## src/rtl/core/spq_pkg.sv

```systemverilog
package spq_pkg;

  localparam int unsigned DEPTH_DEF        = 16;
  localparam int unsigned PAYLOAD_BITS_DEF = 16;

  localparam int unsigned PRIO_W = 2;
  localparam int unsigned OCC_W  = 5;
  localparam int unsigned PAY_W  = 16;

  localparam logic OP_PUSH = 1'b0;
  localparam logic OP_POP  = 1'b1;

  localparam logic [PRIO_W-1:0] PRIO_LOW      = 2'd0;
  localparam logic [PRIO_W-1:0] PRIO_CRITICAL = 2'd3;

  localparam logic [1:0] ST_PUSHED = 2'd0;
  localparam logic [1:0] ST_POPPED = 2'd1;
  localparam logic [1:0] ST_FULL   = 2'd2;
  localparam logic [1:0] ST_EMPTY  = 2'd3;

  // command broadcast to every cell of the chain
  typedef struct packed {
    logic              push;
    logic              pop;
    logic [PRIO_W-1:0] prio;
  } cell_cmd_t;

endpackage

```

## src/rtl/core/spq_cell.sv

```systemverilog
module spq_cell #(
  parameter int unsigned PAYLOAD_BITS = spq_pkg::PAYLOAD_BITS_DEF
) (
  input  logic                        clk,
  input  logic                        rst,
  input  spq_pkg::cell_cmd_t          cmd,
  input  logic [PAYLOAD_BITS-1:0]     new_payload,
  // left neighbour (higher rank)
  input  logic                        left_valid,
  input  logic                        left_keep,
  input  logic [spq_pkg::PRIO_W-1:0]  left_prio,
  input  logic [PAYLOAD_BITS-1:0]     left_payload,
  // right neighbour (lower rank)
  input  logic                        right_valid,
  input  logic [spq_pkg::PRIO_W-1:0]  right_prio,
  input  logic [PAYLOAD_BITS-1:0]     right_payload,
  output logic                        valid,
  output logic                        keep,
  output logic [spq_pkg::PRIO_W-1:0]  prio,
  output logic [PAYLOAD_BITS-1:0]     payload
);

  // Chain is kept sorted: priority descending, arrival order within a level.
  // A new entry goes behind everything of equal or higher priority.
  assign keep = valid && (prio >= cmd.prio);

  always_ff @(posedge clk) begin
    if (rst) begin
      valid <= 1'b0;
    end else if (cmd.pop) begin
      valid <= right_valid;
    end else if (cmd.push) begin
      valid <= valid | left_valid;
    end
  end

  always_ff @(posedge clk) begin
    if (cmd.pop) begin
      prio    <= right_prio;
      payload <= right_payload;
    end else if (cmd.push && !keep) begin
      if (left_keep) begin
        prio    <= cmd.prio;
        payload <= new_payload;
      end else begin
        prio    <= left_prio;
        payload <= left_payload;
      end
    end
  end

endmodule

```

## src/rtl/core/stable_priority_queue_unit.sv

```systemverilog
// Stable four-level priority queue of task handles.
// Input channel (in_valid/in_ready): op 0 pushes {priority_req, payload},
// op 1 pops the oldest entry of the highest priority held.
// Output channel (out_valid/out_ready): one result per transaction with
// status, popped payload/priority (zero unless popped) and occupancy.
// Push when full is rejected (status full), pop when empty is flagged.
// Entries live in a chain of DEPTH cells kept sorted by priority, then by
// arrival; a push inserts the new entry, a pop shifts the chain down by one.
// An input transaction passes the command register, then the chain update
// with the result registered. Throughput: one transaction per cycle while
// out_ready is high.
// A command waiting behind a stalled result is held in the command register,
// so one further input transaction is taken while a result waits.
// Reset (rst, synchronous) empties the queue and clears both channels.
module stable_priority_queue_unit #(
  parameter int unsigned DEPTH        = spq_pkg::DEPTH_DEF,
  parameter int unsigned PAYLOAD_BITS = spq_pkg::PAYLOAD_BITS_DEF
) (
  input  logic                        clk,
  input  logic                        rst,
  input  logic                        in_valid,
  output logic                        in_ready,
  input  logic                        op,
  input  logic [spq_pkg::PRIO_W-1:0]  priority_req,
  input  logic [spq_pkg::PAY_W-1:0]   payload,
  output logic                        out_valid,
  input  logic                        out_ready,
  output logic [1:0]                  status,
  output logic [spq_pkg::PAY_W-1:0]   out_payload,
  output logic [spq_pkg::PRIO_W-1:0]  out_priority,
  output logic [spq_pkg::OCC_W-1:0]   occupancy
);

  localparam int unsigned CNT_W = $clog2(DEPTH + 1);

  // command register
  logic                        cmd_valid;
  logic                        cmd_op;
  logic [spq_pkg::PRIO_W-1:0]  cmd_prio;
  logic [PAYLOAD_BITS-1:0]     cmd_payload;
  logic [PAYLOAD_BITS-1:0]     payload_ext;

  logic [CNT_W-1:0]            count;
  logic [CNT_W-1:0]            count_next;
  logic [spq_pkg::OCC_W-1:0]   occ_next;
  logic [spq_pkg::PAY_W-1:0]   head_payload;

  logic                        proceed;
  logic                        full;
  logic                        empty;
  spq_pkg::cell_cmd_t          cell_cmd;

  logic [DEPTH-1:0]            cell_valid;
  logic [DEPTH-1:0]            cell_keep;
  logic [spq_pkg::PRIO_W-1:0]  cell_prio    [DEPTH];
  logic [PAYLOAD_BITS-1:0]     cell_payload [DEPTH];

  assign proceed  = cmd_valid && (!out_valid || out_ready);
  assign in_ready = !cmd_valid || proceed;
  assign full     = cell_valid[DEPTH-1];
  assign empty    = !cell_valid[0];

  generate
    if (PAYLOAD_BITS >= spq_pkg::PAY_W) begin : g_pay_wide
      assign payload_ext  = {{(PAYLOAD_BITS - spq_pkg::PAY_W){1'b0}}, payload};
      assign head_payload = cell_payload[0][spq_pkg::PAY_W-1:0];
    end else begin : g_pay_narrow
      assign payload_ext  = payload[PAYLOAD_BITS-1:0];
      assign head_payload = {{(spq_pkg::PAY_W - PAYLOAD_BITS){1'b0}}, cell_payload[0]};
    end
    if (CNT_W >= spq_pkg::OCC_W) begin : g_occ_wide
      assign occ_next = count_next[spq_pkg::OCC_W-1:0];
    end else begin : g_occ_narrow
      assign occ_next = {{(spq_pkg::OCC_W - CNT_W){1'b0}}, count_next};
    end
  endgenerate

  always_ff @(posedge clk) begin
    if (rst) begin
      cmd_valid <= 1'b0;
    end else if (in_ready) begin
      cmd_valid <= in_valid;
    end
  end

  always_ff @(posedge clk) begin
    if (in_ready && in_valid) begin
      cmd_op      <= op;
      cmd_prio    <= priority_req;
      cmd_payload <= payload_ext;
    end
  end

  always_comb begin
    cell_cmd.push = proceed && (cmd_op == spq_pkg::OP_PUSH) && !full;
    cell_cmd.pop  = proceed && (cmd_op == spq_pkg::OP_POP) && !empty;
    cell_cmd.prio = cmd_prio;
  end

  always_comb begin
    count_next = count;
    if (cell_cmd.push) begin
      count_next = count + CNT_W'(1);
    end else if (cell_cmd.pop) begin
      count_next = count - CNT_W'(1);
    end
  end

  always_ff @(posedge clk) begin
    if (rst) begin
      count <= '0;
    end else begin
      count <= count_next;
    end
  end

  // chain of cells; cell 0 holds the next entry to leave
  genvar i;
  generate
    for (i = 0; i < DEPTH; i++) begin : g_cell
      logic                        l_valid;
      logic                        l_keep;
      logic [spq_pkg::PRIO_W-1:0]  l_prio;
      logic [PAYLOAD_BITS-1:0]     l_payload;
      logic                        r_valid;
      logic [spq_pkg::PRIO_W-1:0]  r_prio;
      logic [PAYLOAD_BITS-1:0]     r_payload;

      if (i == 0) begin : g_head
        // virtual sentinel ahead of the chain always keeps its place
        assign l_valid   = 1'b1;
        assign l_keep    = 1'b1;
        assign l_prio    = spq_pkg::PRIO_CRITICAL;
        assign l_payload = '0;
      end else begin : g_mid_l
        assign l_valid   = cell_valid[i-1];
        assign l_keep    = cell_keep[i-1];
        assign l_prio    = cell_prio[i-1];
        assign l_payload = cell_payload[i-1];
      end

      if (i == DEPTH - 1) begin : g_tail
        assign r_valid   = 1'b0;
        assign r_prio    = spq_pkg::PRIO_LOW;
        assign r_payload = '0;
      end else begin : g_mid_r
        assign r_valid   = cell_valid[i+1];
        assign r_prio    = cell_prio[i+1];
        assign r_payload = cell_payload[i+1];
      end

      spq_cell #(
        .PAYLOAD_BITS(PAYLOAD_BITS)
      ) u_cell (
        .clk          (clk),
        .rst          (rst),
        .cmd          (cell_cmd),
        .new_payload  (cmd_payload),
        .left_valid   (l_valid),
        .left_keep    (l_keep),
        .left_prio    (l_prio),
        .left_payload (l_payload),
        .right_valid  (r_valid),
        .right_prio   (r_prio),
        .right_payload(r_payload),
        .valid        (cell_valid[i]),
        .keep         (cell_keep[i]),
        .prio         (cell_prio[i]),
        .payload      (cell_payload[i])
      );
    end
  endgenerate

  // result register
  always_ff @(posedge clk) begin
    if (rst) begin
      out_valid <= 1'b0;
    end else if (proceed) begin
      out_valid <= 1'b1;
    end else if (out_ready) begin
      out_valid <= 1'b0;
    end
  end

  always_ff @(posedge clk) begin
    if (proceed) begin
      occupancy    <= occ_next;
      out_payload  <= '0;
      out_priority <= spq_pkg::PRIO_LOW;
      if (cmd_op == spq_pkg::OP_PUSH) begin
        status <= full ? spq_pkg::ST_FULL : spq_pkg::ST_PUSHED;
      end else if (empty) begin
        status <= spq_pkg::ST_EMPTY;
      end else begin
        status       <= spq_pkg::ST_POPPED;
        out_payload  <= head_payload;
        out_priority <= cell_prio[0];
      end
    end
  end

endmodule

```

## config.mk

```make
export PLATFORM = sky130hd
export DESIGN_NAME = stable_priority_queue_unit
export DESIGN_NICKNAME = d
export VERILOG_FILES = /design/src/rtl/core/spq_pkg.sv /design/src/rtl/core/spq_cell.sv /design/src/rtl/core/stable_priority_queue_unit.sv
export SDC_FILE = /design/constraint.sdc
export NUM_CORES = 1
export LEC_CHECK = 0
export BUFFER_PORTS_ARGS = -buffer_cell sky130_fd_sc_hd__buf_4
export CAP_MARGIN = 20
export CORE_MARGIN = 2
export CORE_UTILIZATION = 40
export CTS_CLUSTER_SIZE = 25
export DETAILED_ROUTE_END_ITERATION = 16
export GPL_TIMING_DRIVEN = 0
export MAX_ROUTING_LAYER = met4
export PLACE_DENSITY_LB_ADDON = 0.1
export RECOVER_POWER = 50
export SYNTH_ARGS = -nofsm -noshare
export SYNTH_HDL_FRONTEND = slang
export SYNTH_HIERARCHICAL = 1
export SYNTH_SLANG_ARGS = --single-unit
```

## constraint.sdc

```tcl
create_clock -name clk -period 7.25 [get_ports clk]
set_input_delay 1.45 -clock clk [delete_from_list [all_inputs] [get_ports clk]]
set_output_delay 1.45 -clock clk [all_outputs]
set_load 0.1 [all_outputs]
```

Yosys cells after proc, flatten, opt, wreduce, memory -nomap -nowiden
Index checks and enable logic that the tools add are counted.

storage, ports and cells
  logic and storage cells = 297
  output and inout port bits = 27
  bits in registers = 355

cells by class
  reductions and logical operators = 78
  muxes and demuxes = 127
  add/sub/neg operators = 2
  $lt $le $gt $ge = 16
  bitwise gates (word level) = 16

operator list
  cell                 count
  $mux 16              45
  $mux 2               48
  $logic_and 1x1->1    38
  $reduce_bool 2->1    17
  $ge 2x2->1           16
  $mux 1               32
  $logic_not 1->1      19
  $or 1x1->1           15
  $mux 5               2
  $add 5x1->5 const B  1
  $sub 5x1->5 const B  1
  $logic_or 1x1->1     2
  $reduce_and 2->1     1
  $reduce_or 2->1      1
  $not 1->1            1

Longest topological paths before layout
  depth after elaboration = 8
  mapped depth = 9
  depth with buffers taken out = 7

By module
Netlist, hierarchy kept.

modules (own cells, without submodules)
  module                      area an instance (um^2)  cells each  seq. area each (um^2)  times used
  spq_cell                    1,037.2                  93          560.5                  16
  stable_priority_queue_unit  1,925.6                  128         1,461.4                1

Worst setup path before layout
OpenSTA, ideal clock, no wires.

  kind = in2reg
  from = input out_ready
  to = register g_cell[0].u_cell.payload[0] (enable)
  slack = 1,861 ps
  arrival = 5,015 ps
  cell stages on the path = 6
  library setup time = 374 ps
  cells stage by stage = nand2b_1 -> nand2_1 -> nor3_1 -> nand2b_1 -> a21oi_1 -> a211o_1

RTL lines
  element               line                              source
  from (decl)           stable_priority_queue_unit.sv:27  input logic out_ready,
  to (signal assigned)  spq_cell.sv:40                    payload <= right_payload;
  to (signal assigned)  spq_cell.sv:44                    payload <= new_payload;
  to (signal assigned)  spq_cell.sv:47                    payload <= left_payload;
  to (decl)             spq_cell.sv:20                    output logic [PAYLOAD_BITS-1:0] payload

==> impl_metrics.tcl <==
set metrics [dict create \
    timing.rr.end "g_cell[9].u_cell/payload[11]" \
    cp-end-kind "flop" \
    wl_per_cell_um 21.3 \
    clockBufferDepth 3 \
    fin_skew_ns 0.0148 \
    reg2reg_from "cmd_valid" \
    postSynthCellCount 1614 \
    coreArea_sq_um 45600 \
    avgViaCountPerCell 5.38 \
    drc 0 \
    antenna_found_initial 0 \
    p_leak_nw 6.73 \
    antenna_cells 0 \
    fin_nets 1811 \
    clk_latency_ns 0.56 \
    rrSetupSlack_ns 3.02 \
    hold-path-endpoint "g_cell[14].u_cell/payload[5]" \
    io_pins 50 \
    synth.avg_cell_area_sq_um 11.5 \
    die_h_um 219 \
    ctsHoldBuffers 0 \
    grt-ovfl-total 0 \
    cts_htree_levels 2 \
    fp.dieW_um 219 \
    grt_start_max_net_pins 28 \
    post_cts_buffers 0 \
    slew_headroom_pct -47.8 \
    fp.dieArea_sq_um 48000 \
    drive_gt1_share_pct 7.44 \
    port-buffer-count 49 \
    grt_usage_pct 22.1 \
    clk_pin_slew_ns 0.06 \
    clockRootBuffer "clkbuf_16" \
    fmax_mhz 207 \
    numClockSinks 355 \
    setup-violations-final 0 \
    ctsResizeCount 0 \
    hold_start "g_cell[15].u_cell/payload[5]" \
    p_total_mw 4.95 \
    finalCritPeriodShare_pct 66.6 \
    drt_iter0_drc 1027 \
    first_global_vias 12700 \
    fin_area_sq_um 21300 \
    grt_pass1_wl_um 77500 \
    crit_type "input port to flop" \
    drv_slew 45 \
    required_ns 7.43 \
    setup_ws_ns 2.42 \
    syn_area_sq_um 18500 \
    ir_drop_mv 0.157 \
    status "finished with violations" \
    syn2layout_area_growth_pct 14.8 \
    routed_wl_um 51000 \
    startpoint_type "input port" \
    finalHoldViolCount 0 \
    worst_pin_slew_ns 2.21 \
    cp_data_arrival_time_ns 5.01 \
    pre_cts_ws_ns 2.82 \
    placed_area_sq_um 20000 \
    place_congestion 0.819 \
    cap_violations 2 \
    r2r_cells 6 \
    cp_max_fo 27 \
    powerDensity_nw_per_um2 233 \
    place_hpwl_um 36400 \
    vias 12800 \
    hold_path_depth 2 \
    cts_tree "built" \
    ant_nets 0 \
    rsz0062_at_grt "no" \
    hold_class "flop to flop" \
    num_rows 78 \
    violations "max-capacitance violations, max-slew violations" \
    period_needed_ns 4.83 \
    dr.pass1.iters 5 \
    numCtsBuffers 41 \
    initial_core_util_pct 40.6 \
    yosysWarnings 6 \
]
power by group:
group / internal (mW) / total [mW] / switching (mW)
Sequential: 2.37 / 2.47 / 0.104
Clock: 1.30 / 2.14 / 0.842
Combinational: 0.113 / 0.338 / 0.225
registers in the layout, indices dropped and copies added, names as in the netlist, 5 cells and up:
name                   count
out_payload               16
g_cell.u_cell/payload    256
g_cell.u_cell/valid       16
cmd_payload               16
occupancy                  5
count                      5
g_cell.u_cell/prio        32
layout make-up:
| class | instances | area [sq um] |
|---|---|---|
| Fill cell | 4223 | 24300 |
| Tap cell | 600 | 751 |
| Buffer | 102 | 769 |
| Timing Repair Buffer | 60 | 497 |
| Clock inverter | 10 | 129 |
| Inverter | 51 | 191 |
| Multi-Input combinational cell | 1143 | 7220 |
| Clock buffer | 66 | 1260 |
| Sequential cell | 355 | 10400 |
per-layer routing:
metal,track usage [%],vias to the layer above,share of wire (%)
met3,3.02,74,5.5
li1,-,6122,-
met1,31.7,6270,49
met4,6.31,0,2.6
met2,32.6,375,43
met5,-,-,0
critical path, cell delays in order:
cell,delay [ns]
clkbuf_4,0.10
nand2b_1,0.23
nand2_1,0.21
nor2_1,1.67
buf_16,0.24
clkbuf_1,0.34
a211o_1,0.72
metrics by stage:
step | cells | TNS (ns) | util, % | hold WS [ns]
floorplan | 1651 | 0 | - | 0.500
global placement | 2300 | -373.21 | 43.4 | 0.536
detailed placement | 2311 | 0 | 43.9 | 0.545
CTS | 2387 | 0 | 47.0 | 0.558
global route | 2387 | 0 | 46.6 | 0.575
finish | 2387 | 0 | 46.6 | 0.555
layout by cell type, fill, tap and decap left out, types with 23 or more instances in the layout:
| master | count |
|---|---|
| nand2b_1 | 33 |
| inv_1 | 51 |
| clkbuf_16 | 43 |
| nand2_1 | 292 |
| o21ai_1 | 68 |
| mux2i_1 | 288 |
| ha_1 | 34 |
| clkbuf_1 | 107 |
| conb_1 | 39 |
| dfxtp_1 | 23 |
| nor2_1 | 24 |
| o21ai_0 | 220 |
| a21oi_1 | 33 |
| edfxtp_1 | 332 |
how the worst max path moves through the flow:
stage / cells past startpoint / slack, ns / to / from
2_1_floorplan: 6 / 1.86 / g_cell[0].u_cell/payload[0] / out_ready
3_3_place_gp: 5 / -1.32 / g_cell[9].u_cell/payload[12] / out_ready
3_5_place_dp: 9 / 2.82 / g_cell[9].u_cell/payload[12] / out_ready
4_1_cts: 9 / 3.42 / g_cell[9].u_cell/payload[5] / out_ready
5_1_grt: 7 / 2.07 / g_cell[14].u_cell/payload[14] / out_ready
6_report: 7 / 2.42 / g_cell[9].u_cell/payload[11] / out_ready
No activity file was read; power rests on OpenSTA's default activity.
